## src/design/spicpe_pkg.sv

```systemverilog
package spicpe_pkg;

   // Default packet lengths in bytes.
   localparam int RC_BYTES_DEFAULT  = 8;
   localparam int LOG_BYTES_DEFAULT = 12;

   // Configuration port geometry and register indexes.
   localparam int CSR_INDEX_W = 1;
   localparam int CSR_DATA_W  = 8;
   localparam logic [CSR_INDEX_W-1:0] CSR_RECEIVE_CODE = 1'd0;
   localparam logic [CSR_INDEX_W-1:0] CSR_SEND_CODE    = 1'd1;

   // Reset values of the command code registers.
   localparam logic [CSR_DATA_W-1:0] RECEIVE_CODE_RESET = 8'd1;
   localparam logic [CSR_DATA_W-1:0] SEND_CODE_RESET    = 8'd2;

   // Input action codes.
   localparam logic ACTION_SPI_BYTE  = 1'b0;
   localparam logic ACTION_LOG_WRITE = 1'b1;

   // One input transaction.
   typedef struct packed {
      logic        action;
      logic [7:0]  rx_byte;
      logic [1:0]  word_select;
      logic [31:0] word_value;
   } req_type;

   // One result transaction.
   typedef struct packed {
      logic       tx_load;
      logic [7:0] tx_byte;
      logic       rc_write;
      logic [5:0] rc_index;
      logic [7:0] rc_byte;
      logic       rc_last;
   } rsp_type;

endpackage

```

## src/design/spicpe_core.sv

```systemverilog
module spicpe_core import spicpe_pkg::*; #(
   parameter int RC_BYTES  = RC_BYTES_DEFAULT,
   parameter int LOG_BYTES = LOG_BYTES_DEFAULT
) (
   input  logic                   clock,
   input  logic                   reset,
   input  logic                   csr_write,
   input  logic [CSR_INDEX_W-1:0] csr_index,
   input  logic [CSR_DATA_W-1:0]  csr_wdata,
   input  logic                   step,
   input  req_type                item,
   output rsp_type                result
);

   // Transfer modes.
   localparam logic [1:0] MODE_IDLE = 2'd0;
   localparam logic [1:0] MODE_RECV = 2'd1;
   localparam logic [1:0] MODE_SEND = 2'd2;

   localparam logic [6:0] RC_LIMIT  = 7'(RC_BYTES);
   localparam logic [6:0] LOG_LIMIT = 7'(LOG_BYTES);
   localparam logic [6:0] LOG_TOTAL = 7'd12;

   logic [CSR_DATA_W-1:0] receive_code_ff, receive_code_in;
   logic [CSR_DATA_W-1:0] send_code_ff, send_code_in;
   logic [1:0]            mode_ff, mode_in;
   logic [6:0]            counter_ff, counter_in;
   logic [31:0]           log_words_ff [3];
   logic [31:0]           log_words_in [3];
   logic [6:0]            counter_inc;
   logic [3:0]            log_index;
   logic [31:0]           log_word;
   logic [7:0]            log_byte;

   // The user must write command code registers only while the block is idle; the block does not enforce it.
   always_comb begin
      receive_code_in = receive_code_ff;
      send_code_in    = send_code_ff;
      if (csr_write) begin
         case (csr_index)
            CSR_RECEIVE_CODE: receive_code_in = csr_wdata;
            CSR_SEND_CODE:    send_code_in    = csr_wdata;
            default: ;
         endcase
      end
   end

   // Log byte lookup: word by the upper index bits, byte lane by the lower two.
   assign counter_inc = counter_ff + 7'd1;

   always_comb begin
      if (mode_ff == MODE_SEND) begin
         log_index = counter_inc[3:0];
      end else begin
         log_index = 4'd0;
      end
      case (log_index[3:2])
         2'd0:    log_word = log_words_ff[0];
         2'd1:    log_word = log_words_ff[1];
         2'd2:    log_word = log_words_ff[2];
         default: log_word = '0;
      endcase
      log_byte = log_word[{log_index[1:0], 3'b000} +: 8];
   end

   // Next state and result for the transaction in the input register.
   always_comb begin
      mode_in         = mode_ff;
      counter_in      = counter_ff;
      log_words_in[0] = log_words_ff[0];
      log_words_in[1] = log_words_ff[1];
      log_words_in[2] = log_words_ff[2];
      result          = '0;
      if (item.action == ACTION_LOG_WRITE) begin
         case (item.word_select)
            2'd0:    log_words_in[0] = item.word_value;
            2'd1:    log_words_in[1] = item.word_value;
            2'd2:    log_words_in[2] = item.word_value;
            default: ;
         endcase
      end else begin
         case (mode_ff)
            MODE_RECV: begin
               result.rc_write = 1'b1;
               result.rc_index = counter_ff[5:0];
               result.rc_byte  = item.rx_byte;
               counter_in      = counter_inc;
               if (counter_inc >= RC_LIMIT) begin
                  result.rc_last = 1'b1;
                  mode_in        = MODE_IDLE;
               end
            end
            MODE_SEND: begin
               counter_in = counter_inc;
               if (counter_inc >= LOG_LIMIT) begin
                  mode_in = MODE_IDLE;
               end else if (counter_inc < LOG_TOTAL) begin
                  result.tx_load = 1'b1;
                  result.tx_byte = log_byte;
               end
            end
            default: begin
               // Idle: the byte is a command; receive wins when codes are equal.
               if (item.rx_byte == receive_code_ff) begin
                  mode_in    = MODE_RECV;
                  counter_in = '0;
               end else if (item.rx_byte == send_code_ff) begin
                  mode_in        = MODE_SEND;
                  counter_in     = '0;
                  result.tx_load = 1'b1;
                  result.tx_byte = log_byte;
               end
            end
         endcase
      end
   end

   // State registers.
   always_ff @(posedge clock) begin
      if (reset) begin
         receive_code_ff <= RECEIVE_CODE_RESET;
         send_code_ff    <= SEND_CODE_RESET;
         mode_ff         <= MODE_IDLE;
         counter_ff      <= '0;
         log_words_ff[0] <= '0;
         log_words_ff[1] <= '0;
         log_words_ff[2] <= '0;
      end else begin
         receive_code_ff <= receive_code_in;
         send_code_ff    <= send_code_in;
         if (step) begin
            mode_ff         <= mode_in;
            counter_ff      <= counter_in;
            log_words_ff[0] <= log_words_in[0];
            log_words_ff[1] <= log_words_in[1];
            log_words_ff[2] <= log_words_in[2];
         end
      end
   end

   // A transaction never both loads a transmit byte and stores a packet byte.
   assert property (@(posedge clock) disable iff (reset)
      !(result.tx_load && result.rc_write))
      else $error("transmit load and packet store in one transaction");

   // The last packet byte returns the block to idle.
   assert property (@(posedge clock) disable iff (reset)
      step && result.rc_last |=> mode_ff == MODE_IDLE)
      else $error("mode not idle after last packet byte");

   // Packet bytes are only stored while receiving.
   assert property (@(posedge clock) disable iff (reset)
      result.rc_write |-> mode_ff == MODE_RECV && counter_ff < RC_LIMIT)
      else $error("packet byte stored outside reception");

endmodule

```

## src/design/spi_slave_command_packet_engine.sv

```systemverilog
// SPI slave command and packet engine. Each transaction on the req_ channel is
// either a byte received from the SPI master or a host write of one 32-bit log
// word; each produces exactly one transaction on the rsp_ channel. A new
// transaction is accepted every cycle while rsp_stall is low. Its result waits
// in the input register until the output register is free, then the mode,
// counter and log words are updated as the result moves into the output
// register. The only stall comes from rsp_stall, which holds the output
// register and, once the input register is also full, req_stall. Command codes
// are set through the csr_ port (index 0 receive command, index 1 send command);
// the user must write them only while the block is idle, which the block itself
// does not enforce. There is no memory and no clearing time after reset.
module spi_slave_command_packet_engine import spicpe_pkg::*; #(
   parameter int RC_BYTES  = RC_BYTES_DEFAULT,
   parameter int LOG_BYTES = LOG_BYTES_DEFAULT
) (
   input  logic                   clock,
   input  logic                   reset,
   input  logic                   csr_write,
   input  logic [CSR_INDEX_W-1:0] csr_index,
   input  logic [CSR_DATA_W-1:0]  csr_wdata,
   input  logic                   req_valid,
   output logic                   req_stall,
   input  req_type                req_data,
   output logic                   rsp_valid,
   input  logic                   rsp_stall,
   output rsp_type                rsp_data
);

   logic    in_valid_ff, in_valid_in;
   req_type in_data_ff;
   logic    out_valid_ff, out_valid_in;
   rsp_type out_data_ff;
   rsp_type result;
   logic    out_ready;
   logic    step;

   // Pipeline flow control: the output register frees when it is empty or taken.
   assign out_ready = !out_valid_ff || !rsp_stall;
   assign step      = in_valid_ff && out_ready;
   assign req_stall = in_valid_ff && !out_ready;

   assign in_valid_in  = (req_valid && !req_stall) || (in_valid_ff && !out_ready);
   assign out_valid_in = step || (out_valid_ff && rsp_stall);

   // Input register.
   always_ff @(posedge clock) begin
      if (reset) begin
         in_valid_ff <= 1'b0;
      end else begin
         in_valid_ff <= in_valid_in;
      end
   end

   always_ff @(posedge clock) begin
      if (req_valid && !req_stall) begin
         in_data_ff <= req_data;
      end
   end

   spicpe_core #(
      .RC_BYTES  (RC_BYTES),
      .LOG_BYTES (LOG_BYTES)
   ) u_core (
      .clock     (clock),
      .reset     (reset),
      .csr_write (csr_write),
      .csr_index (csr_index),
      .csr_wdata (csr_wdata),
      .step      (step),
      .item      (in_data_ff),
      .result    (result)
   );

   // Output register.
   always_ff @(posedge clock) begin
      if (reset) begin
         out_valid_ff <= 1'b0;
      end else begin
         out_valid_ff <= out_valid_in;
      end
   end

   always_ff @(posedge clock) begin
      if (step) begin
         out_data_ff <= result;
      end
   end

   assign rsp_valid = out_valid_ff;
   assign rsp_data  = out_data_ff;

   // A held input transaction is not dropped while the output is blocked.
   assert property (@(posedge clock) disable iff (reset)
      in_valid_ff && !out_ready |=> in_valid_ff && $stable(in_data_ff))
      else $error("input transaction lost while output stalled");

   // A processed transaction always shows up at the output.
   assert property (@(posedge clock) disable iff (reset)
      step |=> out_valid_ff)
      else $error("processed transaction missing at output");

   // The input side is only held back when both registers are full.
   assert property (@(posedge clock) disable iff (reset)
      req_stall |-> in_valid_ff && out_valid_ff)
      else $error("input stalled with free pipeline space");

endmodule

```

## config.mk

```make
export PLATFORM = sky130hd
export DESIGN_NAME = spi_slave_command_packet_engine
export DESIGN_NICKNAME = d
export VERILOG_FILES = /design/src/design/spicpe_pkg.sv /design/src/design/spicpe_core.sv /design/src/design/spi_slave_command_packet_engine.sv
export SDC_FILE = /design/constraint.sdc
export NUM_CORES = 1
export LEC_CHECK = 0
export ABC_AREA = 1
export BUFFER_PORTS_ARGS = -buffer_cell sky130_fd_sc_hd__buf_2
export CELL_PAD_IN_SITES_DETAIL_PLACEMENT = 0
export CELL_PAD_IN_SITES_GLOBAL_PLACEMENT = 1
export CORE_MARGIN = 2
export CORE_UTILIZATION = 50
export CTS_CLUSTER_DIAMETER = 150
export DETAILED_ROUTE_END_ITERATION = 16
export PLACE_DENSITY_LB_ADDON = 0.1
export SYNTH_ARGS = -nofsm -noshare
export SYNTH_HDL_FRONTEND = slang
export SYNTH_SLANG_ARGS = --single-unit
export TNS_END_PERCENT = 10
```

## constraint.sdc

```tcl
create_clock -name clock -period 12.34 [get_ports clock]
set_input_delay 1.851 -clock clock [delete_from_list [all_inputs] [get_ports clock]]
set_output_delay 1.851 -clock clock [all_outputs]
set_load 0.02 [all_outputs]
```

== After elaboration in Yosys (flattened, before gate mapping) ==
Memory sizes are Yosys's and may differ from the RTL's.
Index checks and enable logic that the tools add are counted.
Operators by class
  add/subtract/negate cells: 1
  $mul: 0
  div/mod/pow operators: 0
  order comparisons: 3
  eq/ne operators: 10
  shift operators: 1
  mux-type cells: 29
  bitwise gates (word level): 6
  reduce and logical (&&, ||, !) cells: 21
Operators by type and width (number)
  two-way mux 32 bit: 6
  two-way mux 96 bit: 1
  one-hot mux 32 bit (3 select lines): 1
  two-way mux 9 bit: 4
  variable part select 32 x 6 -> 8 bit: 1
  two-way mux 7 bit: 3
  one-hot mux 9 bit (2 select lines): 1
  equality test 8 bit: 2
  two-way mux 16 bit: 1
  >= comparator 7 x 4 -> 1 bit, second input constant: 2
  two-way mux 2 bit: 4
  adder 7 x 1 -> 7 bit, second input constant: 1
  less-than comparator 7 x 4 -> 1 bit, second input constant: 1
  equality test 2 x 1 -> 1 bit, second input constant: 3
  equality test 2 bit, second input constant: 3
  two-way mux 1 bit: 6
  AND reduction 5 bit: 1
  logical AND 1 bit: 4
  logical NOT 1 bit: 4
  logical NOT 2 bit: 2
  two-way mux 4 bit: 1
  one-hot mux 2 bit (2 select lines): 1
  AND reduction 2 bit: 2
  nonzero test 4 bit: 1
  other kinds (8): 15
Storage, ports and cells
  register bits: 95
  latch bits: 0
  bits in writable memories: 96
  memory bits (read-only): 0
  input bits: 57
  output and inout bits: 27
  logic and storage cells: 88
  memories kept: 1
Memory list
  u_core.log_words_ff: words 3, width 32, rd ports 3, clocked after Yosys merged registers in 0, wr ports 3, line spicpe_core.sv:28  | logic [31:0] log_words_ff [3];

== Logic depth before layout (Yosys ltp) ==
  depth in word-level cells: 8
  depth in mapped cells: 13
  mapped depth without buffers: 12

== By module ==
Synthesis repeated with hierarchy kept, for this count alone.
Second synthesis, totals
  cell total of the unflattened synthesis: 716
  area, all modules: 7852.5 um^2
By module, submodules not included
  spicpe_core: instances 1, cells an instance 636, area each 5719.2 um^2, seq. area each 3383.2 um^2
  spi_slave_command_packet_engine: instances 1, cells an instance 80, area each 2133.3 um^2, seq. area each 2082.0 um^2

== Least setup slack after synthesis ==
No wires, ideal clock.
  path kind: input -> register
  start point: input rsp_stall
  end point: memory u_core.log_words_ff[1][0] (netlist: u_core.log_words_ff[0][32]) (enable)
  library setup time: 0.470 ns
  arrival time: 5.953 ns
  required time: 11.870 ns
  setup slack: 5.918 ns
  stages: 3
  buffers on the path: 0
  cells stage by stage: a21oi_1 -> nand2_1 -> o31ai_1
RTL lines
  from (decl): line spi_slave_command_packet_engine.sv:25  | input logic rsp_stall,
  to (decl): line spicpe_core.sv:28

== Worst setup path after layout ==
  start point: input rsp_stall
  end point: output req_stall
On the way
  cells in the longest elaborated chain, start to end: 4
RTL lines
  logical NOT 1 bit: line spi_slave_command_packet_engine.sv:38  | assign out_ready = !out_valid_ff || !rsp_stall;
  logical OR 1 bit: line spi_slave_command_packet_engine.sv:38
  logical NOT 1 bit: line spi_slave_command_packet_engine.sv:40  | assign req_stall = in_valid_ff && !out_ready;
  logical AND 1 bit: line spi_slave_command_packet_engine.sv:40
  to (decl): line spi_slave_command_packet_engine.sv:22  | output logic req_stall,
Every way passes these cells.

==> results.md <==
- The flow ran to the end, and the final reports show no timing, DRC or antenna violations.
- Using the TritonRoute via totals, the vias-per-cell ratio works out to roughly 5.
- Timing analysis after detailed placement gives a worst setup slack of about 8000 ps.
- The number of flops mapped to enable cells by yosys is 164.
- Entering global routing, the biggest net connects 44 pins.
- In this run the static leakage power is 3.788 nW.
- The number of distinct library cells after synthesis is 25.
- The number of antenna violations at the first check in global routing is 0.
- The floorplan step defined a die boundary enclosing 16,580 sq um.
- Setup violations remaining at the end of the flow were counted as 0.
- Summed over all nets, the half-perimeter wirelength after detailed placement is 9356 um.
- Global routing consumed, over all layers together, approximately 20% of the routing resources.
- In this run the remaining antenna-violating nets after routing total 0.
- The number of hold violations in the final report came to 0.
- The library cell with the largest summed area after synthesis is edfxtp_1.
- The total power is 1.341 mW.
- Setup repair after global routing left no endpoint under its margin.
- For this run, the post-layout net count is 862.
- The later pin in the worst-skew pair is clocked with a latency of approximately 430 ps.
- The sequential cells in the finished layout cover a total of 5465 sq um.
- The arrival time of the worst setup path is 2340 ps.
- After detailed routing, the average wire length per cell comes to approximately 15 um.
- Counting instances, the worst hold path has a depth of 2.
- The longest clock path from root to sink contains 2 buffers.
- The area of the core is about 15,000 sq um.
- The number of placed instances, taps included, is 971.
- The worst voltage drop across the vdd grid is 97.43 uV.
- Routability-driven placement finished with a final weighted congestion of between 0.7 and 0.8.
- The number of levels the H-tree was split into is 4.
- The synthesized instance count is ~700.
- The fmax is 238.5 MHz.
- The setup slack of the most critical reg-to-reg path is 9130 ps.
- The number of setup buffers added after CTS is 0.
- The finished cells cover ~9000 sq um.
- The count of warnings emitted by yosys is 0.
- Hold timing on the final database bottoms out at a slack of ~480 ps.
- The worst path needs 4193 ps of the cycle, external delays included.
- The number of register bits inferred by synthesis is 191.
- The share of layout cells above drive strength 1 is 16.69%.
- The clock skew is 8.529 ps.
- Measured on the finished design, the core utilization comes to 59.20%.
- The cell area that synthesis handed to floorplanning was between 7000 and 8000 sq um.
- The sum of negative setup slack is 0 ps.
- The multi-input combinational cells in the finished layout cover a total of 1969 sq um.
- The post-layout instance count excluding filler cells is roughly 1,000.
- When the netlist entered floorplanning its net count stood at about 780.
- In this run the core area contains 45 standard-cell rows.
- The power density over the cells is 149.0 nW/um^2.
- The number of detailed-route iterations in the first pass is 5.
- The die outline height is 128.8 um.
- Ranked by total cell area, the synthesized netlist is headed by edfxtp_1 63%, nand2_1 8.9%, dfxtp_1 6.9%.
- The CTS tree is built.
- The number of global-route vias before repair is 4,774.
- Once the floorplan was initialized, standard cells occupied between 50% and 60% of the core.
- The worst hold path class is register to register.
- The first-pass GRT wire length is ~24,000 um.
- The layout has between 1,000 and 1,500 filler cells.
- In the post-synthesis netlist, the cell with the most instances is nand2_1.
- The number of clock sinks is 191.
- Along the worst path, the maximum fanout reaches 3.
- Summing all placed instances gives a cell area of 8423 sq um.
- STA classifies the critical path startpoint as an input port.
- For this run, the leading register cell type out of synthesis is edfxtp_1.
- The worst setup slack after layout is 8147 ps.
- The die is around 130 um wide.
- The mean instance size in the synthesized netlist is 10.88 sq um.
- The number of violations reported at the end of detailed-routing iteration 0 is 448.
- The part of the cycle the worst path needs is 33.98%.
- In the routed design, unresolved DRC markers number 0.
- The post-synthesis async set-or-reset flop share is 0%.
- The cell depth of the worst flop-to-flop path is 10.
- Across the run, the number of max-cap violations was 0.
- The critical path is of the input port to output port type.
- The number of pins exceeding their max-slew limit in the final report is 0.
- The cell chosen for the clock root is clkbuf_16.
- For the pin with the worst max-slew slack, the measured transition is between 1000 and 1500 ps.
- Once the clock tree was built, the resizer swapped 0 gates to a different size.
- For the worst setup path, the data required time is between 10,000 and 15,000 ps.
- For this design the top-level I/O count stands at 84.
- Headroom to the max-slew limit came out at 21.46%.
- Buffers inserted to repair hold after CTS numbered 0.
- Sequential cells were found to cover 70.23% of the synthesized design area.
- During placement, the flow inserted port buffers numbering 83.
- Sorting the synthesized cells by how often they occur yields 185 x nand2_1, 164 x edfxtp_1, 102 x nor2_1.
- After clock tree synthesis, the clock-pin slew on the worst setup and hold paths is roughly 70 ps.
- The total number of vias is 5,030.
- The global-route congestion overflow total is 0.
- In this run, CTS created clock tree buffers numbering 17.
- The routed wire length is 15,390 um.
- The share of synthesized area in the top cell type comes to between 60 and 70%.
- The worst setup path is captured at an output port.
- The area added between synthesis and finish is 15.64%.
- The antenna diode instance count is 0.
## registers in the layout, summed over array words and instances (netlist names)
signal / flops
u_core.log_words_ff: 96
in_data_ff: 43
rsp_data: 25
u_core.receive_code_ff: 8
u_core.send_code_ff: 8
u_core.counter_ff: 7
u_core.mode_ff: 2
in_valid_ff: 1
rsp_valid: 1
## kinds of logic (layout without fill, tap and decap cells)
group,after synthesis,in the layout,share of synthesized area [%]
buf+inv,97,197,4.920
xor+xnor,14,14,1.817
compound gates,59,59,3.987
fa+ha+maj,3,3,0.4824
simple gates,351,351,18.57
flops,191,191,70.23
## layout make-up
cell class                 count  area share, %
multi-input combinational    427          21.88
sequential                   191          60.73
timing repair buffer          91          5.283
inverter                      74          3.086
clock inverter                15          1.682
clock buffer                  17          4.727
tap                          188          2.614
## critical path, stage by stage
cell and delay, ps:
buf_2 100, nand2_1 80, nor2_1 130, buf_2 180
## per-layer routing
layer | vias to the layer above | GRT usage, % | wire length [um] | part of all wire [%]
li1 | 2543 | - | - | -
met1 | 2327 | 26.57 | 6968 | 45
met2 | 144 | 31.47 | 7362 | 48
met3 | 16 | 4.782 | 888 | 5.8
met4 | 0 | 5.882 | 167 | 1.1
met5 | - | 0 | 0 | 0
## layout by cell type (no fill, tap or decap)
| cell | n |
|---|---|
| inv_2 | 2 |
| clkinv_8 | 1 |
| nor2_1 | 102 |
| nand4_1 | 3 |
| o31ai_4 | 2 |
| clkbuf_16 | 17 |
| nand3_2 | 1 |
| buf_4 | 8 |
| a21oi_2 | 1 |
| o21ai_2 | 1 |
| nand3b_1 | 9 |
| inv_8 | 1 |
| edfxtp_1 | 164 |
| clkinvlp_2 | 1 |
| clkinv_4 | 2 |
| ha_1 | 3 |
| inv_1 | 72 |
| o21ai_0 | 18 |
| clkinv_2 | 2 |
| a21oi_1 | 32 |
| o21ai_1 | 1 |
| buf_2 | 83 |
| xnor2_4 | 1 |
| nor3_4 | 1 |
| nand2_1 | 185 |
| nor2_2 | 3 |
| dfxtp_1 | 27 |
| inv_6 | 7 |
| nand2_2 | 1 |
| o21a_1 | 1 |
| a22oi_1 | 3 |
| xnor2_1 | 13 |
| nand3_1 | 46 |
| bufinv_16 | 1 |
## worst paths after layout
| path | start | to |
|---|---|---|
| worst max-delay path | rsp_stall | req_stall |
| worst min-delay path | u_core.receive_code_ff[1]$_SDFFE_PP0P_ | u_core.receive_code_ff[1]$_SDFFE_PP0P_ |
| worst max register to register | u_core.counter_ff[2]$_SDFFE_PP0P_ | rsp_data[21]$_SDFFCE_PP0P_ |
| worst min register to register | u_core.receive_code_ff[1]$_SDFFE_PP0P_ | u_core.receive_code_ff[1]$_SDFFE_PP0P_ |
## where the power goes
group / total [mW] / internal (mW) / switching, mW
clock network: 0.532 / 0.285 / 0.247
registers: 0.746 / 0.734 / 0.0115
logic: 0.0629 / 0.0213 / 0.0416
No activity file was read; power rests on OpenSTA's default activity.
